<file path="config.mk">
export PLATFORM = sky130hd
export DESIGN_NAME = octahedral_normal_encode_top
export DESIGN_NICKNAME = d
export VERILOG_FILES = /design/src/onenc_pkg.sv /design/src/octahedral_normal_encode_top.sv /design/src/onenc_front.sv /design/src/onenc_div_stage.sv
export VERILOG_INCLUDE_DIRS = /design/src /design/src/src
export SDC_FILE = /design/constraint.sdc
export NUM_CORES = 2
export LEC_CHECK = 0
export BUFFER_PORTS_ARGS = -buffer_cell sky130_fd_sc_hd__buf_2
export CORE_UTILIZATION = 57
export CTS_CLUSTER_DIAMETER = 50
export DETAILED_ROUTE_END_ITERATION = 8
export PLACE_DENSITY_LB_ADDON = 0.1
export SLEW_MARGIN = 0
export SYNTH_ARGS = -nofsm -noshare
export SYNTH_HDL_FRONTEND = slang
export SYNTH_SLANG_ARGS = --single-unit
</file>
<file path="constraint.sdc">
create_clock -name clk -period 5 [get_ports clk]
set_input_delay 0.5 -clock clk [delete_from_list [all_inputs] [get_ports clk]]
set_output_delay 0.5 -clock clk [all_outputs]
set_load 0.02 [all_outputs]
</file>
<file path="src/assert_macros.svh">
// ----------------------------------------------------------------------------
// Assertion macros
// Shared concurrent assertion macros; they compile to nothing under synthesis.
// ----------------------------------------------------------------------------
`ifndef ASSERT_MACROS_SVH
`define ASSERT_MACROS_SVH
`ifndef SYNTHESIS
`define ASSERT_CLK(label, clk, rst_n, prop) \
  label: assert property (@(posedge clk) disable iff (!rst_n) prop) \
    else $error("assertion failed");
`define ASSERT_NEVER(label, clk, rst_n, cond) \
  label: assert property (@(posedge clk) disable iff (!rst_n) !(cond)) \
    else $error("forbidden condition seen");
`else
`define ASSERT_CLK(label, clk, rst_n, prop)
`define ASSERT_NEVER(label, clk, rst_n, cond)
`endif
`endif

</file>
<file path="src/onenc_pkg.sv">
// ----------------------------------------------------------------------------
// Octahedral encoder package
// Control group that travels alongside the data through the pipeline.
// ----------------------------------------------------------------------------
package onenc_pkg;

  typedef struct packed {
    logic valid;
    logic zero;
  } onenc_ctl_t;

endpackage

</file>
<file path="src/octahedral_normal_encode_top.sv">
// ----------------------------------------------------------------------------
// Octahedral normal encoder
// Fully pipelined fixed-point octahedral encoding of a direction vector.
// ----------------------------------------------------------------------------
// The block takes one vector in every clock cycle and returns its two
// octahedral codes, one result per transaction, in order. The pipeline is
// made of three front stages (magnitudes, L1 sum and folding, dividend
// forming), one restoring-division stage per output bit, and the output
// register. Busy is never raised, so start may be held high
// continuously; the result strobe out_valid is high for exactly one cycle per
// transaction and the receiver cannot stall it. A vector whose components are
// all zero returns the midpoint code on both outputs with out_zero_vector set.
`include "assert_macros.svh"

module octahedral_normal_encode_top #(
  parameter int IN_BITS  = 16,
  parameter int OUT_BITS = 16
) (
  input  logic                      clk,
  input  logic                      rst_n,
  input  logic                      start,
  output logic                      busy,
  input  logic signed [IN_BITS-1:0] in_vec_x,
  input  logic signed [IN_BITS-1:0] in_vec_y,
  input  logic signed [IN_BITS-1:0] in_vec_z,
  output logic                      out_valid,
  output logic [OUT_BITS-1:0]       out_enc_u,
  output logic [OUT_BITS-1:0]       out_enc_v,
  output logic                      out_zero_vector
);

  // Sum width, divisor width (2s) and dividend width.
  localparam int SW  = IN_BITS + 2;
  localparam int DW  = SW + 1;
  localparam int TW  = SW + OUT_BITS + 2;
  localparam int LAT = OUT_BITS + 4;
  localparam logic [OUT_BITS-1:0] MID = OUT_BITS'(1) << (OUT_BITS - 1);

  // Every transaction is taken; the pipeline never holds back.
  assign busy = 1'b0;

  onenc_pkg::onenc_ctl_t ctl   [0:OUT_BITS];
  logic [TW-1:0]         rem_u [0:OUT_BITS];
  logic [TW-1:0]         rem_v [0:OUT_BITS];
  logic [OUT_BITS-1:0]   q_u   [0:OUT_BITS];
  logic [OUT_BITS-1:0]   q_v   [0:OUT_BITS];
  logic [DW-1:0]         den   [0:OUT_BITS];

  onenc_front #(
    .IN_BITS  (IN_BITS),
    .OUT_BITS (OUT_BITS),
    .SW       (SW),
    .DW       (DW),
    .TW       (TW)
  ) u_front (
    .clk      (clk),
    .rst_n    (rst_n),
    .in_valid (start && !busy),
    .vec_x    (in_vec_x),
    .vec_y    (in_vec_y),
    .vec_z    (in_vec_z),
    .ctl_o    (ctl[0]),
    .top_u_o  (rem_u[0]),
    .top_v_o  (rem_v[0]),
    .den_o    (den[0])
  );

  assign q_u[0] = '0;
  assign q_v[0] = '0;

  // One quotient bit per stage, most significant first. The quotient never
  // exceeds 2^OUT_BITS - 1, so no saturation is required.
  for (genvar k = 0; k < OUT_BITS; k++) begin : g_div
    onenc_div_stage #(
      .TW  (TW),
      .DW  (DW),
      .QW  (OUT_BITS),
      .BIT (OUT_BITS - 1 - k)
    ) u_stage (
      .clk     (clk),
      .rst_n   (rst_n),
      .ctl_i   (ctl[k]),
      .rem_u_i (rem_u[k]),
      .rem_v_i (rem_v[k]),
      .q_u_i   (q_u[k]),
      .q_v_i   (q_v[k]),
      .den_i   (den[k]),
      .ctl_o   (ctl[k+1]),
      .rem_u_o (rem_u[k+1]),
      .rem_v_o (rem_v[k+1]),
      .q_u_o   (q_u[k+1]),
      .q_v_o   (q_v[k+1]),
      .den_o   (den[k+1])
    );
  end

  // Output register. For a zero vector the divisor is zero and the quotient
  // is meaningless, so the midpoint code replaces it.
  logic                out_valid_r;
  logic [OUT_BITS-1:0] out_enc_u_r, out_enc_v_r;
  logic                out_zero_r;

  always_ff @(posedge clk) begin
    if (!rst_n) begin
      out_valid_r <= 1'b0;
    end else begin
      out_valid_r <= ctl[OUT_BITS].valid;
    end
    out_zero_r  <= ctl[OUT_BITS].zero;
    out_enc_u_r <= ctl[OUT_BITS].zero ? MID : q_u[OUT_BITS];
    out_enc_v_r <= ctl[OUT_BITS].zero ? MID : q_v[OUT_BITS];
  end

  assign out_valid       = out_valid_r;
  assign out_enc_u       = out_enc_u_r;
  assign out_enc_v       = out_enc_v_r;
  assign out_zero_vector = out_zero_r;

  // Helper terms that keep the assertions short.
  logic in_all_zero;
  logic out_is_mid;

  assign in_all_zero = (in_vec_x == '0) && (in_vec_y == '0) && (in_vec_z == '0);
  assign out_is_mid  = (out_enc_u == MID) && (out_enc_v == MID);

  // Every accepted transaction produces a result at the output.
  `ASSERT_CLK(a_latency, clk, rst_n, start |-> ##LAT out_valid)
  // A zero vector entering is flagged at the output.
  `ASSERT_CLK(a_zero_flag, clk, rst_n, (start && in_all_zero) |-> ##LAT out_zero_vector)
  // Flagged results carry the midpoint code on both outputs.
  `ASSERT_CLK(a_zero_mid, clk, rst_n, (out_valid && out_zero_vector) |-> out_is_mid)
  // No result appears without a corresponding earlier transaction.
  `ASSERT_CLK(a_no_phantom, clk, rst_n, (out_valid && $past(rst_n, LAT)) |-> $past(start, LAT))

endmodule

</file>
<file path="src/onenc_front.sv">
// ----------------------------------------------------------------------------
// Octahedral encoder front end
// Three stages: magnitudes, L1 sum with folded numerators, dividends.
// ----------------------------------------------------------------------------
module onenc_front #(
  parameter int IN_BITS  = 16,
  parameter int OUT_BITS = 16,
  parameter int SW       = IN_BITS + 2,
  parameter int DW       = SW + 1,
  parameter int TW       = SW + OUT_BITS + 2
) (
  input  logic                      clk,
  input  logic                      rst_n,
  input  logic                      in_valid,
  input  logic signed [IN_BITS-1:0] vec_x,
  input  logic signed [IN_BITS-1:0] vec_y,
  input  logic signed [IN_BITS-1:0] vec_z,
  output onenc_pkg::onenc_ctl_t     ctl_o,
  output logic [TW-1:0]             top_u_o,
  output logic [TW-1:0]             top_v_o,
  output logic [DW-1:0]             den_o
);

  localparam int PW = SW + 1;

  // Stage one: magnitudes and signs.
  logic               v1_r;
  logic [IN_BITS-1:0] ax_r, ay_r, az_r;
  logic               sx_r, sy_r, zpos_r;

  // Stage two: sum and shifted numerators (num + s).
  logic               v2_r, zero2_r;
  logic [SW-1:0]      s2_r;
  logic [PW-1:0]      pu_r, pv_r;
  logic [SW-1:0]      s_nxt;
  logic [PW-1:0]      pu_nxt, pv_nxt;

  // Stage three: dividends and divisor.
  onenc_pkg::onenc_ctl_t ctl3_r;
  logic [TW-1:0]      tu_r, tv_r;
  logic [DW-1:0]      d_r;

  function automatic logic [IN_BITS-1:0] mag(input logic signed [IN_BITS-1:0] a);
    mag = a[IN_BITS-1] ? IN_BITS'(-a) : IN_BITS'(a);
  endfunction

  always_ff @(posedge clk) begin
    if (!rst_n) begin
      v1_r <= 1'b0;
    end else begin
      v1_r <= in_valid;
    end
    ax_r   <= mag(vec_x);
    ay_r   <= mag(vec_y);
    az_r   <= mag(vec_z);
    sx_r   <= vec_x[IN_BITS-1];
    sy_r   <= vec_y[IN_BITS-1];
    zpos_r <= !vec_z[IN_BITS-1] && (vec_z != '0);
  end

  always_comb begin
    s_nxt = SW'(ax_r) + SW'(ay_r) + SW'(az_r);
    if (zpos_r) begin
      pu_nxt = sx_r ? PW'(s_nxt - SW'(ax_r)) : PW'(s_nxt) + PW'(ax_r);
      pv_nxt = sy_r ? PW'(s_nxt - SW'(ay_r)) : PW'(s_nxt) + PW'(ay_r);
    end else begin
      pu_nxt = sx_r ? PW'(ay_r) : {s_nxt, 1'b0} - PW'(ay_r);
      pv_nxt = sy_r ? PW'(ax_r) : {s_nxt, 1'b0} - PW'(ax_r);
    end
  end

  always_ff @(posedge clk) begin
    if (!rst_n) begin
      v2_r <= 1'b0;
    end else begin
      v2_r <= v1_r;
    end
    zero2_r <= (s_nxt == '0);
    s2_r    <= s_nxt;
    pu_r    <= pu_nxt;
    pv_r    <= pv_nxt;
  end

  // (num + s) * (2^OUT_BITS - 1) + s, done as shift and subtract.
  always_ff @(posedge clk) begin
    if (!rst_n) begin
      ctl3_r.valid <= 1'b0;
    end else begin
      ctl3_r.valid <= v2_r;
    end
    ctl3_r.zero <= zero2_r;
    tu_r <= (TW'(pu_r) << OUT_BITS) - TW'(pu_r) + TW'(s2_r);
    tv_r <= (TW'(pv_r) << OUT_BITS) - TW'(pv_r) + TW'(s2_r);
    d_r  <= {s2_r, 1'b0};
  end

  assign ctl_o   = ctl3_r;
  assign top_u_o = tu_r;
  assign top_v_o = tv_r;
  assign den_o   = d_r;

endmodule

</file>
<file path="src/onenc_div_stage.sv">
// ----------------------------------------------------------------------------
// Octahedral encoder divider stage
// One restoring-division step for both coordinates, producing one quotient bit.
// ----------------------------------------------------------------------------
module onenc_div_stage #(
  parameter int TW  = 36,
  parameter int DW  = 19,
  parameter int QW  = 16,
  parameter int BIT = 0
) (
  input  logic                  clk,
  input  logic                  rst_n,
  input  onenc_pkg::onenc_ctl_t ctl_i,
  input  logic [TW-1:0]         rem_u_i,
  input  logic [TW-1:0]         rem_v_i,
  input  logic [QW-1:0]         q_u_i,
  input  logic [QW-1:0]         q_v_i,
  input  logic [DW-1:0]         den_i,
  output onenc_pkg::onenc_ctl_t ctl_o,
  output logic [TW-1:0]         rem_u_o,
  output logic [TW-1:0]         rem_v_o,
  output logic [QW-1:0]         q_u_o,
  output logic [QW-1:0]         q_v_o,
  output logic [DW-1:0]         den_o
);

  onenc_pkg::onenc_ctl_t ctl_r;
  logic [TW-1:0] rem_u_r, rem_v_r;
  logic [QW-1:0] q_u_r, q_v_r;
  logic [DW-1:0] den_r;
  logic [TW-1:0] dsh;
  logic          ge_u, ge_v;

  always_comb begin
    dsh  = TW'(den_i) << BIT;
    ge_u = (rem_u_i >= dsh);
    ge_v = (rem_v_i >= dsh);
  end

  always_ff @(posedge clk) begin
    if (!rst_n) begin
      ctl_r.valid <= 1'b0;
    end else begin
      ctl_r.valid <= ctl_i.valid;
    end
    ctl_r.zero <= ctl_i.zero;
    rem_u_r    <= ge_u ? rem_u_i - dsh : rem_u_i;
    rem_v_r    <= ge_v ? rem_v_i - dsh : rem_v_i;
    q_u_r      <= q_u_i | (QW'(ge_u) << BIT);
    q_v_r      <= q_v_i | (QW'(ge_v) << BIT);
    den_r      <= den_i;
  end

  assign ctl_o   = ctl_r;
  assign rem_u_o = rem_u_r;
  assign rem_v_o = rem_v_r;
  assign q_u_o   = q_u_r;
  assign q_v_o   = q_v_r;
  assign den_o   = den_r;

endmodule
</file>
==> flow_summary.html <==
<table>
<tr><th>Metric</th><th>Value</th></tr>
<tr><th colspan="2">Timing</th></tr>
<tr><td>RSZ-0062 raised after global routing</td><td>yes</td></tr>
<tr><td>Transition time of the tightest slew-check pin</td><td>1.29 ns</td></tr>
<tr><td>Final total negative setup slack</td><td>-0.205 ns</td></tr>
<tr><td>Worst setup margin</td><td>-0.101 ns</td></tr>
<tr><td>Slew Limit Fails</td><td>0</td></tr>
<tr><td>Minimum hold slack</td><td>0.0527 ns</td></tr>
<tr><td>Max frequency</td><td>196 MHz</td></tr>
<tr><td>Post-layout min period</td><td>5.10 ns</td></tr>
<tr><td>Largest clock skew in the final design</td><td>0.0468 ns</td></tr>
<tr><td>Setup violators final</td><td>3</td></tr>
<tr><td>Final Cycle Share</td><td>102%</td></tr>
<tr><td>Hold violation count in the final report</td><td>0</td></tr>
<tr><td>Slew HR</td><td>11.7%</td></tr>
<tr><th colspan="2">Logic synthesis</th></tr>
<tr><td>Number of synthesis warnings</td><td>0</td></tr>
<tr><td>Number of flops mapped to enable cells by yosys</td><td>0</td></tr>
<tr><td>Fraction of the yosys area taken by sequential cells</td><td>43.7%</td></tr>
<tr><td>Predominant post-synthesis flop cell</td><td>sky130_fd_sc_hd__dfxtp_1</td></tr>
<tr><td>Number of storage elements in the synthesis netlist</td><td>1890</td></tr>
<tr><td>Number of distinct library cell variants in the gate-level netlist after synthesis</td><td>88</td></tr>
<tr><td>Synth Net Count</td><td>10100</td></tr>
<tr><td>Mean cell area of the mapped netlist</td><td>9.42 um^2</td></tr>
<tr><td>Async set or reset register ratio after synthesis</td><td>0%</td></tr>
<tr><td>Post-Syn Area</td><td>86600 um^2</td></tr>
<tr><td>Gate Count Post-Synth</td><td>9198</td></tr>
<tr><th colspan="2">GRT</th></tr>
<tr><td>Maximum number of pins on one net before global-route repair</td><td>59</td></tr>
<tr><td>Initial antenna violation count</td><td>4</td></tr>
<tr><td>Vias in the first global route</td><td>65900</td></tr>
<tr><td>Wire length of the first global-routing pass</td><td>383000 um</td></tr>
<tr><td>Leftover overflow at the end of global routing</td><td>0</td></tr>
<tr><td>Global-route usage over all layers</td><td>32.6%</td></tr>
<tr><th colspan="2">Clocking</th></tr>
<tr><td>CTS tree</td><td>yes</td></tr>
<tr><td>Clock transition at the registers of the reported paths</td><td>0.06 ns</td></tr>
<tr><td>CTS sink count</td><td>1890</td></tr>
<tr><td>Clock buffers created by TritonCTS</td><td>202</td></tr>
<tr><td>Root Buffer</td><td>sky130_fd_sc_hd__clkbuf_16</td></tr>
<tr><td>CTS max path bufs</td><td>3</td></tr>
<tr><td>Clk Latency, worst-skew pair</td><td>0.84 ns</td></tr>
<tr><td>Count of H-tree levels built during CTS</td><td>4</td></tr>
<tr><th colspan="2">Drt</th></tr>
<tr><td>DRC</td><td>0</td></tr>
<tr><td>Number of nets still failing antenna checks after routing</td><td>0</td></tr>
<tr><td>Starting DRC count in detailed routing</td><td>4383</td></tr>
<tr><td>Final routed wire length divided by cell count</td><td>21.5 um</td></tr>
<tr><td>Total routed wirelength</td><td>254000 um</td></tr>
<tr><td>DR vias</td><td>67200</td></tr>
<tr><td>Number of vias per cell after detailed routing</td><td>5.69</td></tr>
<tr><td>Number of detailed-route iterations in the first pass</td><td>5</td></tr>
<tr><th colspan="2">Run status</th></tr>
<tr><td>Outcome</td><td>finished, violations left</td></tr>
<tr><td>Violated checks</td><td>negative setup slack</td></tr>
<tr><th colspan="2">Final layout</th></tr>
<tr><td>Nets</td><td>10500</td></tr>
<tr><td>Post-layout instance area</td><td>99400 um^2</td></tr>
<tr><td>Final Core Density</td><td>66.1%</td></tr>
<tr><td>Share of post-route cells with drive strength above 1</td><td>9.90%</td></tr>
<tr><td>Layout overhead on the synthesized area</td><td>14.7%</td></tr>
<tr><th colspan="2">Floorplanning</th></tr>
<tr><td>Die area</td><td>154000 um^2</td></tr>
<tr><td># IOs</td><td>86</td></tr>
<tr><td>Floorplan Core Area</td><td>150000 um^2</td></tr>
<tr><td>Floorplan die height</td><td>392 um</td></tr>
<tr><td>Count of standard-cell rows</td><td>142</td></tr>
<tr><td>Initial core utilization</td><td>57.6%</td></tr>
<tr><td>Horizontal die dimension</td><td>392 um</td></tr>
<tr><th colspan="2">Worst setup path</th></tr>
<tr><td>Max stage delay on crit path</td><td>0.46 ns</td></tr>
<tr><td>Critical Path Source Type</td><td>flip-flop</td></tr>
<tr><td>Worst Path Required</td><td>5.71 ns</td></tr>
<tr><td>Path type of the worst setup path</td><td>reg2reg</td></tr>
<tr><td>Critical Path AT</td><td>5.81 ns</td></tr>
<tr><td>Most used cell, CP</td><td>sky130_fd_sc_hd__ha_1</td></tr>
<tr><td>Endpoint kind of the worst setup timing path</td><td>flip-flop</td></tr>
<tr><td>Highest fanout seen on the critical path</td><td>3</td></tr>
<tr><td>Register-to-Register Setup Slack</td><td>-0.10 ns</td></tr>
<tr><td>CP max-delay cell</td><td>sky130_fd_sc_hd__or4_4</td></tr>
<tr><th colspan="2">Placed design</th></tr>
<tr><td>Routability congestion estimate</td><td>0.963</td></tr>
<tr><td>Area post-placement</td><td>90700 um^2</td></tr>
<tr><td>Port bufs</td><td>84</td></tr>
<tr><td>Estimated wirelength of the detail-placed design</td><td>204000 um</td></tr>
<tr><th colspan="2">Flow run</th></tr>
<tr><td>Max_cap viols</td><td>0</td></tr>
<tr><th colspan="2">Hold path</th></tr>
<tr><td>Tightest Hold Check Type</td><td>in2reg</td></tr>
</table>
## Yosys cell counts (106+ instances only)
library cell / n / area [um^2]
sky130_fd_sc_hd__clkbuf_1: 128 / 480
sky130_fd_sc_hd__inv_1: 613 / 2300
sky130_fd_sc_hd__nand4_1: 106 / 663
sky130_fd_sc_hd__o21ai_0: 497 / 2490
sky130_fd_sc_hd__a21o_1: 256 / 1920
sky130_fd_sc_hd__nor4_1: 135 / 845
sky130_fd_sc_hd__ha_1: 786 / 9830
sky130_fd_sc_hd__xor2_1: 325 / 2850
sky130_fd_sc_hd__xnor2_1: 562 / 4920
sky130_fd_sc_hd__nor2_1: 675 / 2530
sky130_fd_sc_hd__dfxtp_1: 1890 / 37800
sky130_fd_sc_hd__nand3_1: 120 / 601
sky130_fd_sc_hd__nor2b_1: 154 / 963
sky130_fd_sc_hd__nand2_1: 589 / 2210
sky130_fd_sc_hd__mux2_2: 109 / 1230
sky130_fd_sc_hd__nand2b_1: 136 / 851
sky130_fd_sc_hd__nor3_1: 219 / 1100
sky130_fd_sc_hd__a21oi_1: 711 / 3560
sky130_fd_sc_hd__or3_1: 110 / 688
## layout by cell type (no fill, tap or decap), types with 41 or more instances in the layout
cell and count:
sky130_fd_sc_hd__o21ai_0 485, sky130_fd_sc_hd__a211oi_1 73, sky130_fd_sc_hd__ha_1 772, sky130_fd_sc_hd__and2_1 47, sky130_fd_sc_hd__a21o_1 256, sky130_fd_sc_hd__a21boi_0 61, sky130_fd_sc_hd__nor3_1 215, sky130_fd_sc_hd__clkbuf_16 204
sky130_fd_sc_hd__nand4_1 106, sky130_fd_sc_hd__nor2b_1 152, sky130_fd_sc_hd__dlygate4sd3_1 46, sky130_fd_sc_hd__o21bai_1 55, sky130_fd_sc_hd__nor4_1 132, sky130_fd_sc_hd__o31ai_1 68, sky130_fd_sc_hd__buf_2 84, sky130_fd_sc_hd__a31oi_1 45
sky130_fd_sc_hd__xnor2_1 551, sky130_fd_sc_hd__inv_1 612, sky130_fd_sc_hd__nand3_1 118, sky130_fd_sc_hd__mux2_2 109, sky130_fd_sc_hd__and3_1 43, sky130_fd_sc_hd__buf_4 228, sky130_fd_sc_hd__nor2_1 666, sky130_fd_sc_hd__fa_1 41
sky130_fd_sc_hd__a21oi_1 694, sky130_fd_sc_hd__xor2_1 321, sky130_fd_sc_hd__o21a_1 102, sky130_fd_sc_hd__or3_1 109, sky130_fd_sc_hd__dfxtp_1 1884, sky130_fd_sc_hd__nand2_1 588, sky130_fd_sc_hd__nand2b_1 136
## critical path, delay by kind of cell, from the launching register on
kind            cells  cell delay, ns
xor+xnor            2            0.24
buf+inv             1            0.05
fa+ha+maj           4            1.01
simple gates        7            1.18
flops               1            0.34
compound gates     12            2.17
## registers in the layout, summed over array words and instances (netlist names), 2 cells and up
signal	flops
g_div.u_stage.ctl_o	32
out_enc_u	16
g_div.u_stage.den_o	270
u_front.az_r	16
u_front.s2_r	18
u_front.ay_r	16
g_div.u_stage.q_u_o	136
u_front.top_u_o	36
u_front.den_o	18
u_front.top_v_o	36
g_div.u_stage.rem_v_o	540
u_front.pu_r	19
out_enc_v	16
u_front.ctl_o	2
g_div.u_stage.q_v_o	136
u_front.pv_r	19
u_front.ax_r	16
g_div.u_stage.rem_u_o	540
## repair_timing
| action | CTS | global route |
|---|---|---|
| hold endpoints to repair | 48 | 0 |
| hold buffers | 46 | 0 |
| setup endpoints to repair | 8 | 14 |
| resized for setup | 30 | 109 |
| buffers inserted | 8 | 25 |
| gates cloned | 0 | 0 |
| pin swaps | 8 | 55 |
## metal layers
metal | wire (um) | vias to the layer above | part of all wire (%) | track usage, %
li1 | - | 33200 | - | -
met4 | 14600 | 0 | 5.8 | 17.3
met3 | 10200 | 616 | 4.0 | 4.09
met1 | 103000 | 31700 | 40 | 37.3
met2 | 127000 | 1780 | 50 | 58.7
met5 | 0 | - | 0 | 0
## final timing paths
check / start / to / depth (start not counted)
max: u_front.ay_r[0]$_DFF_P_ / u_front.pv_r[18]$_DFF_P_ / 26
min: rst_n / u_front.ctl_o[1]$_SDFF_PN0_ / 2
max reg2reg: u_front.ay_r[0]$_DFF_P_ / u_front.pv_r[18]$_DFF_P_ / 26
min reg2reg: g_div[12].u_stage.q_v_o[11]$_DFF_P_ / g_div[13].u_stage.q_v_o[11]$_DFF_P_ / 0
## logic make-up after synthesis
group | synth area share, %
flip-flops | 43.7
other | 0.00433
AND/OR/NAND/NOR | 14.7
multiplexers | 1.58
buffers and inverters | 3.32
AO/OA/AOI/OAI | 15.4
XOR/XNOR | 8.97
adder cells (fa/ha/maj) | 12.3
## per-stage QoR
stage               cells  setup slack (ns)
floorplan            9198           0.00153
global placement    11400            -0.304
detailed placement  11400            -0.355
CTS                 11800           -0.0770
global route        11800            -0.380
finish              11800            -0.101
## area by class of cell
type / count / area, um^2
timing repair buffer: 366 / 2700
inverter: 614 / 2300
fill: 12300 / 50900
tap: 2016 / 2520
clock buffer: 255 / 5560
clock inverter: 118 / 1650
multi-input combinational: 6547 / 46700
antenna: 15 / 37.5
sequential: 1890 / 37800
Power is not shown: default switching activity piles up to over one toggle a cycle in this logic, so the estimate is an artifact.
